## src/rtl/lpu_pkg.sv

```systemverilog
// types, codes and sizes of the address lease pool
`timescale 1ns / 1ps
package lpu_pkg;

	localparam int POOL_ENTRIES = 64;
	localparam int IDX_W = (POOL_ENTRIES > 1) ? $clog2(POOL_ENTRIES) : 1;
	localparam int FREED_W = 7;
	localparam logic [FREED_W-1:0] FREED_MAX = '1;

	localparam logic [1:0] ACT_SWEEP = 2'd0;
	localparam logic [1:0] ACT_DISCOVER = 2'd1;
	localparam logic [1:0] ACT_REQUEST = 2'd2;

	localparam logic [1:0] RES_OK = 2'd0;
	localparam logic [1:0] RES_NO_FREE = 2'd1;
	localparam logic [1:0] RES_BAD_ADDR = 2'd2;
	localparam logic [1:0] RES_SWEEP = 2'd3;

	localparam logic [1:0] REG_BASE = 2'd0;
	localparam logic [1:0] REG_OFFER = 2'd1;
	localparam logic [1:0] REG_LEASE = 2'd2;

	localparam logic [31:0] BASE_RESET = 32'd3232235620;
	localparam logic [31:0] OFFER_RESET = 32'd10;
	localparam logic [31:0] LEASE_RESET = 32'd3600;

	typedef enum logic [1:0] {
		ENT_FREE = 2'd0,
		ENT_OFFERED = 2'd1,
		ENT_BOUND = 2'd2
	} ent_state_t;

	typedef enum logic [1:0] {
		ST_IDLE,
		ST_SCAN,
		ST_HOLD
	} state_t;

	typedef struct packed {
		ent_state_t  state;
		logic [47:0] mac;
		logic [31:0] start;
		logic [31:0] duration;
	} entry_t;

	// per-cycle context handed to the head processor
	typedef struct packed {
		logic [1:0]  action;
		logic [31:0] now;
		logic        hit;
		logic        found;
		logic [47:0] mac;
		logic [31:0] offer;
		logic [31:0] lease;
	} ctx_t;

	typedef struct packed {
		logic expired;
		logic grant;
	} proc_res_t;

endpackage

```

## src/rtl/lpu_cell.sv

```systemverilog
// one lease entry of the rotating ring
`timescale 1ns / 1ps
module lpu_cell (
	input  logic            clk,
	input  logic            arst_n,
	input  logic            shift,
	input  lpu_pkg::entry_t d,
	output lpu_pkg::entry_t q
);
	import lpu_pkg::*;

	entry_t entry_q;

	always_ff @(posedge clk or negedge arst_n) begin
		if (!arst_n) begin
			entry_q <= '0;
		end else if (shift) begin
			entry_q <= d;
		end
	end

	assign q = entry_q;
endmodule

```

## config.mk

```make
export PLATFORM = sky130hd
export DESIGN_NAME = lpu_cell
export DESIGN_NICKNAME = d
export VERILOG_FILES = /design/src/rtl/lpu_pkg.sv /design/src/rtl/lpu_cell.sv
export SDC_FILE = /design/constraint.sdc
export NUM_CORES = 1
export LEC_CHECK = 0
export BUFFER_PORTS_ARGS = -buffer_cell sky130_fd_sc_hd__buf_4
export CAP_MARGIN = 20
export CORE_MARGIN = 3
export CORE_UTILIZATION = 50
export CTS_BUF_LIST = sky130_fd_sc_hd__clkbuf_8
export DETAILED_ROUTE_END_ITERATION = 8
export GPL_ROUTABILITY_DRIVEN = 0
export PLACE_DENSITY = 0.95
export SKIP_LAST_GASP = 1
export SLEW_MARGIN = 20
export SYNTH_ARGS = -nofsm -noshare
export SYNTH_HDL_FRONTEND = slang
export SYNTH_SLANG_ARGS = --single-unit
export TNS_END_PERCENT = 10
```

## constraint.sdc

```tcl
create_clock -name clk -period 1.7 [get_ports clk]
set_input_delay 0.17 -clock clk [delete_from_list [all_inputs] [get_ports clk]]
set_output_delay 0.17 -clock clk [all_outputs]
set_load 0.03 [all_outputs]
```

After elaboration in Yosys (flattened, before gate mapping) --
Index checks and enable logic that the tools add are counted. W data, S select, Z words.
Storage, ports and cells: flip-flop bits (word level) 114, input bits 117, output and inout port bits 114, word-level logic and storage cells 4

Logic depth before layout (Yosys ltp) --
depth after elaboration 0, gate-level depth with buffers 4

Worst setup path before layout --
OpenSTA, ideal clock, no wires.
path kind input to register, start point input shift, end point register entry_q, in the netlist q[100], setup time 0.125 ns, data arrival time 0.845 ns, data required time 1.575 ns, setup slack 0.730 ns, stages 4, path buffers 3, cell sequence buf_6 > buf_8 > buf_6 > mux2_4
RTL lines:
- from (decl) | line lpu_cell.sv:6 | input logic shift,
- to (signal assigned) | line lpu_cell.sv:16 | entry_q <= '0;
- to (signal assigned) | line lpu_cell.sv:18 | entry_q <= d;
- to (decl) | line lpu_cell.sv:12 | entry_t entry_q;
No word-level cell between the ends.

Final worst setup path --
start point register entry_q, in the netlist q[22], end point output q[22] in the netlist's numbering
RTL lines:
- to (decl) | line lpu_cell.sv:8 | output lpu_pkg::entry_t q
No word-level cell between the ends.

==> implementation parameters <==
Parameter                              Value

Run status
  Run status ... finished, final reports clean

Worst setup path
  CP Data Required Time ... 1.53 ns
  Critical Path Max Stage Delay ... 0.43 ns
  Critical path launch point ... q[22]
  Cell-by-cell listing of the critical path ... buf_4
  Startpoint of the worst-slack reg-to-reg timing path ... q[22]
  Critical Path AT ... 1.04 ns
  Sort of element at the end of the critical path ... primary output
  Setup slack, reg-to-reg ... 0.86 ns
  Critical path class ... register to primary output
  Largest fanout of any net on the critical path ... 2
  Number of cell instances on the worst register-to-register path ... 1
  Max stage delay cell, worst path ... sky130_fd_sc_hd__dfrtp_1
  Reg-to-reg critical path endpoint ... q[22]
  Cell family contributing the most delay on the critical path ... flip-flops
  Kind of start point of the critical path ... register
  CP bufs+invs ... 1

Routing
  DRC violation count after routing ... 0
  Count of vias placed by the detailed router ... 3751
  Number of nets with antenna violations after routing ... 0
  Routed via count divided by cell count ... 5.19
  First-pass iteration count of the detailed router ... 4
  Total routed wirelength ... 17700 um
  Detail-routed net length per standard cell ... 24.4 um
  DRT iter0 DRCs ... 97

Min path
  Terminating pin of the worst hold path ... q[35]
  Class of the most critical hold timing path ... input port to register
  Beginning of the worst hold path ... d[35]
  Worst hold stages ... 2

Placement
  Detailed-placement wirelength estimate ... 9000 um
  Number of buffer cells added on primary ports ... 230
  DP Area ... 6350 um^2

Yosys
  Cell type contributing the most total cell area after synthesis ... sky130_fd_sc_hd__dfrtp_1
  Yosys cell types ... 6
  Total of warnings raised by yosys ... 0
  Post-synthesis area per instance ... 18.6 um^2
  Number of instances in the synthesized netlist ... 241
  Leading post-synthesis cells by cell area ... sky130_fd_sc_hd__dfrtp_1, sky130_fd_sc_hd__mux2_4, sky130_fd_sc_hd__mux2_2
  Post-Synthesis Net Count ... 358
  Total of flip-flops plus latches after synthesis ... 114
  Area share of the largest cell type after synthesis ... 63.7%
  Share of the yosys chip area belonging to registers ... 63.7%
  Synthesized area ... 4480 um^2

Floorplanning
  Die Footprint ... 10100 um^2
  Die width ... 101 um
  Top-level I/O count ... 231
  Initial Utilization ... 52.9%
  Count of standard-cell rows ... 33
  Die height ... 101 um
  Core ar. ... 8460 um^2

STA
  Setup repair after global routing missed its margin ... false
  Worst-margin pin slew ... 0.414 ns
  Share of the cycle needed by the critical path after routing ... 71.1%
  Final hold slack ... 0.0302 ns
  Highest achievable clock rate ... 0.827 GHz
  Shortest period the worst path allows ... 1.21 ns
  Setup Viol. Count Final ... 0
  Setup tns final ... 0 ns
  Hold Violations, Final ... 0
  Normalized max-slew margin ... 72.4%
  Setup Skew ... 0 ns
  Number of slew-limit violations in the final report ... 0

Layout
  Final instance area ... 7870 um^2
  Net count of the finished layout ... 717
  Layout area overhead ... 75.6%
  Layout cells sized above 1 ... 62.2%
  Number of flip-flops under the largest register name ... 114
  Final Core Density ... 93.0%

Power
  Lkg Pwr ... 3.89 nW
  Power density relative to cell area ... 978 nW/um^2
  Peak supply drop ... 743 uV

CTS
  CTS Buffer Depth ... 2
  Post-CTS Setup Bufs ... 0
  Clk slew on worst S/H paths ... 0.08 ns
  Number of H-tree levels ... 4
  Sinks on the clock net ... 114
  Number of buffers created by CTS ... 17
  Clock latency reported for the late side of the worst-skew pair ... 0.41 ns
  Post-cts gate resize count ... 0
  CTS root buffer ... sky130_fd_sc_hd__clkbuf_8
  Clock tree from TritonCTS ... built

Job
  Max Cap Violations ... 0

Global routing
  Largest net degree at the start of global routing ... 49
  Most heavily used metal layer in global routing ... met2
  Global Route met1 Usage ... 35.3%
  Total overflow reported by the global router ... 0
  Met3 usage in global routing ... 10.9%
  Number of antenna violations at the first check in global routing ... 3
  Tot GR Track Use ... 34.9%
  First-pass GRT wire length ... 25400 um
  Met2 global-route usage ... 64.2%
  Number of global-route vias before repair ... 4320
-- area by class of cell --
cell class	instances	area, um^2
Clock buffer	17	234
Sequential cell	114	2850
Multi-Input combinational cell	114	1510
Fill cell	256	594
Clock inverter	15	129
Antenna cell	5	12.5
Timing Repair Buffer	353	3000
Tap cell	105	131
-- where the power goes --
group | internal [mW] | switching [mW]
logic | 1.03 | 1.07
registers | 2.99 | 0.207
clock network | 1.27 | 1.13
-- logic make-up (layout without fill, tap and decap cells) --
group | after synthesis | in the layout | synth area share [%]
multiplexers | 114 | 114 | 33.7
flip-flops | 114 | 114 | 63.7
buffers and inverters | 13 | 385 | 2.65
other | 0 | 5 | 0
-- stage by stage --
step	total power [mW]	instances	setup WS, ns
2_1_floorplan	4.16	241	0.730
3_3_place_gp	4.94	572	0.530
3_5_place_dp	5.01	572	0.495
4_1_cts	7.56	718	0.511
5_1_grt	7.91	721	0.468
6_report	7.69	723	0.491
-- cells in the mapped netlist (all sizes together) --
library cell	instances
mux2	114
dfrtp	114
buf	13
-- worst max-delay path by stage --
stage                        end  slack [ns]  depth (start not counted)
after global placement     q[36]        0.53                          3
after global routing       q[22]        0.47                          1
after detailed placement   q[59]        0.50                          3
final                      q[22]        0.49                          1
after CTS                 q[109]        0.51                          1
after floorplan           q[100]        0.73                          4
-- routing by layer --
metal  part of all wire, %  vias to the layer above
met2                    55                      254
met4                   4.4                        0
met5                     0                        -
li1                      -                     1574
met1                    32                     1866
met3                   8.2                       57
-- cell usage in the layout, fill, tap and decap left out, types with 2 or more instances in the layout --
cell and instances:
sky130_fd_sc_hd__buf_4 233, sky130_fd_sc_hd__dlygate4sd3_1 114, sky130_fd_sc_hd__dfrtp_1 114, sky130_fd_sc_hd__mux2_4 60
sky130_fd_sc_hd__mux2_2 54, sky130_fd_sc_hd__clkbuf_8 17, sky130_fd_sc_hd__clkinv_2 6, sky130_fd_sc_hd__diode_2 5
sky130_fd_sc_hd__buf_12 5, sky130_fd_sc_hd__inv_1 4, sky130_fd_sc_hd__bufinv_16 2, sky130_fd_sc_hd__clkinvlp_4 2
-- what timing repair did --
item / CTS / global route
hold endpoints to repair: 141 / 0
hold buffers: 114 / 0
endpoints found under the setup margin: 0 / 0
Power figures use the tool's default switching activity.
