### src/rtl/lpu_pkg.sv
// types, codes and sizes of the address lease pool
`timescale 1ns / 1ps
package lpu_pkg;

	localparam int POOL_ENTRIES = 64;
	localparam int IDX_W = (POOL_ENTRIES > 1) ? $clog2(POOL_ENTRIES) : 1;
	localparam int FREED_W = 7;
	localparam logic [FREED_W-1:0] FREED_MAX = '1;

	localparam logic [1:0] ACT_SWEEP = 2'd0;
	localparam logic [1:0] ACT_DISCOVER = 2'd1;
	localparam logic [1:0] ACT_REQUEST = 2'd2;

	localparam logic [1:0] RES_OK = 2'd0;
	localparam logic [1:0] RES_NO_FREE = 2'd1;
	localparam logic [1:0] RES_BAD_ADDR = 2'd2;
	localparam logic [1:0] RES_SWEEP = 2'd3;

	localparam logic [1:0] REG_BASE = 2'd0;
	localparam logic [1:0] REG_OFFER = 2'd1;
	localparam logic [1:0] REG_LEASE = 2'd2;

	localparam logic [31:0] BASE_RESET = 32'd3232235620;
	localparam logic [31:0] OFFER_RESET = 32'd10;
	localparam logic [31:0] LEASE_RESET = 32'd3600;

	typedef enum logic [1:0] {
		ENT_FREE = 2'd0,
		ENT_OFFERED = 2'd1,
		ENT_BOUND = 2'd2
	} ent_state_t;

	typedef enum logic [1:0] {
		ST_IDLE,
		ST_SCAN,
		ST_HOLD
	} state_t;

	typedef struct packed {
		ent_state_t  state;
		logic [47:0] mac;
		logic [31:0] start;
		logic [31:0] duration;
	} entry_t;

	// per-cycle context handed to the head processor
	typedef struct packed {
		logic [1:0]  action;
		logic [31:0] now;
		logic        hit;
		logic        found;
		logic [47:0] mac;
		logic [31:0] offer;
		logic [31:0] lease;
	} ctx_t;

	typedef struct packed {
		logic expired;
		logic grant;
	} proc_res_t;

endpackage

### src/rtl/lpu_proc.sv
// expiry check and offer or bind of the entry at the head of the ring
`timescale 1ns / 1ps
module lpu_proc (
	input  lpu_pkg::entry_t   ent_in,
	input  lpu_pkg::ctx_t     ctx,
	output lpu_pkg::entry_t   ent_out,
	output lpu_pkg::proc_res_t res
);
	import lpu_pkg::*;

	logic [31:0] elapsed;
	logic        expired;
	entry_t      swept;

	always_comb begin
		elapsed = ctx.now - ent_in.start;
		expired = (ent_in.state != ENT_FREE) && (elapsed > ent_in.duration);
		swept = expired ? '0 : ent_in;
		ent_out = swept;
		res.expired = expired;
		res.grant = 1'b0;
		// first free entry after the sweep takes the offer
		if (ctx.action == ACT_DISCOVER && !ctx.found && swept.state == ENT_FREE) begin
			ent_out.start = ctx.now;
			ent_out.duration = ctx.offer;
			ent_out.state = ENT_OFFERED;
			res.grant = 1'b1;
		end else if (ctx.action == ACT_REQUEST && ctx.hit && swept.state == ENT_OFFERED) begin
			ent_out.mac = ctx.mac;
			ent_out.start = ctx.now;
			ent_out.duration = ctx.lease;
			ent_out.state = ENT_BOUND;
			res.grant = 1'b1;
		end
	end
endmodule

### config.mk
export PLATFORM = sky130hd
export DESIGN_NAME = lpu_proc
export DESIGN_NICKNAME = d
export VERILOG_FILES = /design/src/rtl/lpu_pkg.sv /design/src/rtl/lpu_proc.sv
export SDC_FILE = /design/constraint.sdc
export NUM_CORES = 1
export LEC_CHECK = 0
export BUFFER_PORTS_ARGS = -buffer_cell sky130_fd_sc_hd__buf_4
export CAP_MARGIN = 15
export CORE_AREA = 4 4 144 146
export DETAILED_ROUTE_END_ITERATION = 7
export DIE_AREA = 0 0 148 150
export GPL_TIMING_DRIVEN = 0
export SYNTH_ARGS = -nofsm -noshare
export SYNTH_HDL_FRONTEND = slang
export SYNTH_SLANG_ARGS = --single-unit
### constraint.sdc
create_clock -name vclk -period 7.81
set_input_delay 1.9525 -clock vclk [all_inputs]
set_output_delay 1.9525 -clock vclk [all_outputs]
set_load 0.02 [all_outputs]
* After elaboration in Yosys (flattened, before gate mapping)
Index checks and enable logic that the tools add are counted.
W data, S select, Z words.
** Cells by class
- Add/subtract/negate cells :: 1
- Order comparisons :: 1
- Equal/unequal tests :: 3
- Multiplexer cells :: 7
- Reductions and logical operators :: 8
** Operators with widths (number)
- $mux W114 :: 2
- $mux W64 :: 1
- $mux W48 :: 1
- $gt A32 B32 Y1 :: 1
- $sub A32 B32 Y32 :: 1
- $logic_and A1 B1 Y1 :: 5
- $eq A2 B1 Y1 const B :: 2
- $eq A2 B2 Y1 const B :: 1
- $logic_not A2 Y1 :: 1
- $mux W1 :: 2
- $mux W2 :: 1
- $reduce_bool A2 Y1 :: 1
- $logic_not A1 Y1 :: 1
** Word-level totals
- Register bits after elaboration :: 0

* Longest topological paths before layout
- Word-level depth :: 8
- Depth in mapped cells :: 21
- Gate-level depth less buffers :: 19

* Worst setup path before layout
No wires, ideal clock.
- Path kind :: in2out
- Start point :: in ent_in[48] in the netlist's numbering
- End point :: out ent_out[112] in the netlist's numbering
- Arrival time :: 5.863 ns
- Path slack :: -0.006 ns
- Stages on the path :: 18
- Path through :: inv_1 ha_1 clkbuf_1 nand4_1 nor3_1 o211ai_1 a31oi_1 o21a_1 nor4_1 a311o_1 ha_1 nand4_2 nor4_2 nand4_2 and2_2 a32o_1 buf_4 o32ai_1
** RTL lines
- start: declaration :: line lpu_proc.sv:4 : input lpu_pkg::entry_t ent_in,
- end: declaration :: line lpu_proc.sv:6 : output lpu_pkg::entry_t ent_out,

==> results.json <==
{
  "critical_path_required_ps": 5860,
  "slew_viol_final": 0,
  "arrival_ps": 6330,
  "critPathSlowestCell": "nor4_4",
  "synth_fp_nets": 990,
  "place_congestion": 0.896,
  "dieWidth_microns": 148,
  "period_minus_slack_ps": 8280,
  "synth.avg_cell_area_sq_um": 6.44,
  "ys_seq_area_share_pct": 0,
  "post-place-ws_ps": -1510,
  "grt_pass1_vias": 6732,
  "path_common_cell": "buf_4",
  "fin_crit_sh_pct": 106,
  "cap_violations": 0,
  "p_total_mw": 1.41,
  "min_to": "ent_out[46]",
  "drt_iter0_drc": 305,
  "synthCells": 664,
  "stdcell_count": 1360,
  "num_io_pins": 378,
  "worstSetupPathType": "in2out",
  "fin_ws_ps": -473,
  "vias": 6720,
  "drive_gt1_share_pct": 52.1,
  "nNetsFinal": 1423,
  "wl_per_cell_microns": 19.6,
  "viasPerCell": 4.94,
  "grt_use_total_pct": 21.8,
  "ant_nets": 0,
  "min_from": "ent_in[46]",
  "grt_max_degree": 11,
  "die_area_sq_um": 22200,
  "nFlopsAndLatches": 0,
  "synth_area_sq_um": 4280,
  "hold_viol_final": 0,
  "num-clock-buffers": 0,
  "yosys_warnings": 0,
  "failed_checks": "setup timing",
  "drc": 0,
  "synthToLayoutAreaGrowth_pct": 124,
  "crit_start": "ctx[121]",
  "dp_cells": 1307,
  "ir_drop_mv": 0.0861,
  "grt_first_pass_wirelength_microns": 38400,
  "start_util_pct": 22.1,
  "hold_class": "in2out",
  "die_h_microns": 150,
  "worstPathCellList": "buf_4 > ha_4 > nand4_1 > nor3_2 > o2111ai_2 > o211ai_1 > o211ai_1 > buf_4 > xnor2_2 > ha_1 > nand4_4 > nor4_4 > nand4_2 > nor2b_4 > a221oi_4 > buf_4 > nor2_4 > buf_6 > a221o_1 > buf_6",
  "core_area_sq_um": 19400,
  "power_leakage_nw": 4.73,
  "numPortBuffers": 378,
  "startpoint_type": "primary input",
  "holdPathStages": 3,
  "diodes": 0,
  "synth.distinct_cells": 57,
  "crit_fanout": 10,
  "setup_violations": 116,
  "rsz0062_at_grt": "true",
  "drt_pass1_iterations": 5,
  "status": "finished, violations left",
  "fmaxAchievable_mhz": 121,
  "seqCellArea_sq_um": 0,
  "cellPowerDensity_nw_per_um2": 148,
  "relSlewSlack_pct": 26.8,
  "grt.overflow.total": 0,
  "tightestPinTransition_ps": 1090,
  "rows": 51,
  "dp_hpwl_microns": 21600,
  "drt-total-wl_microns": 26600,
  "critPathMaxStageDelay_ps": 370,
  "end_kind": "output pin",
  "antenna_found_initial": 1
}
## layout by cell type (no fill, tap or decap), types with 21 or more instances in the layout
master and n:
buf_4 297, buf_6 129, nand2_1 115, inv_1 61, ha_1 47, a21oi_4 41, a22o_1 32, and3_1 32
a21oi_1 30, a221o_1 30, nor2_1 28, o21ai_0 21
## how the worst max path moves through the flow
stage | slack, ps | to | cells after the start
finish | -470 | ent_out[6] | 20
global placement | -1510 | ent_out[17] | 20
global route | -620 | ent_out[16] | 22
floorplan | -5 | ent_out[10] | 19
detailed placement | -1510 | ent_out[17] | 20
CTS | -350 | ent_out[62] | 24
## repair_timing
action,CTS,global route
cloned,11,2
pin swaps,74,37
gates resized for setup,311,57
buffers inserted,26,19
endpoints found under the setup margin,116,116
hold buffers,0,0
## logic make-up after synthesis
| logic type | after synthesis | synth area share (%) |
|---|---|---|
| AO/OA/AOI/OAI | 240 | 39.1 |
| AND/OR/NAND/NOR | 222 | 24.8 |
| buffers and inverters | 110 | 11.4 |
| adder cells (fa/ha/maj) | 64 | 18.9 |
| XOR/XNOR | 27 | 5.53 |
| multiplexers | 1 | 0.234 |
## Yosys cell counts (all sizes together), types with 3 or more instances
library cell	count	area, sq um
xor2	11	96.3
a211oi	7	52.6
a221o	32	323
buf	14	128
o21a	6	45.0
o21bai	3	22.5
xnor2	16	140
clkbuf	26	98.8
o22ai	3	18.8
a22o	32	280
nor2b	4	32.5
and3	32	200
inv	70	263
nand4	12	87.6
nor3	9	45.0
nor2	31	135
nand3	7	35.0
nor4	5	43.8
o21ai	31	155
o211ai	8	60.1
nand2	115	432
ha	63	788
a21oi	80	400
a21o	14	105
a31oi	5	31.3
## stage by stage
| stage | hold WS, ps | utilization (%) | area (sq um) | TNS, ps |
|---|---|---|---|---|
| after floorplan | 4080 | - | 4290 | -163 |
| after global placement | 4230 | 38.4 | 7450 | -123660 |
| after detailed placement | 4230 | 38.4 | 7450 | -123350 |
| after CTS | 4230 | 47.7 | 9250 | -26010 |
| after global routing | 4240 | 49.4 | 9580 | -57850 |
| final | 4220 | 49.4 | 9580 | -40890 |
## critical path: cells and delay by family
family	cells	cell delay (ps)
buffers and inverters	5	790
adder cells (fa/ha/maj)	2	630
AO/OA/AOI/OAI	5	1310
XOR/XNOR	1	130
AND/OR/NAND/NOR	7	1490
## final cells by class
type / instances / area [sq um]
well taps: 265 / 332
multi-input cells: 554 / 4690
plain buffers: 39 / 400
fillers: 1958 / 9820
repair buffers: 432 / 3890
inverters: 70 / 268
## where the power goes
| part | switching [mW] | internal [mW] | leakage, nW |
|---|---|---|---|
| combinational | 0.693 | 0.721 | 4.73 |
| sequential | 0 | 0 | 0 |
| clock | 0 | 0 | 0 |
| total | 0.693 | 0.721 | 4.73 |
## metal layers
metal  GRT usage, %  vias to the layer above  wire length (microns)
met5              0                        -                     20
met4           5.36                        2                    771
met3           4.48                       38                   1980
met2           39.6                      275                  13400
met1           26.3                     3099                  10400
li1               -                     3306                      -
(Power assumes the default switching activity.)
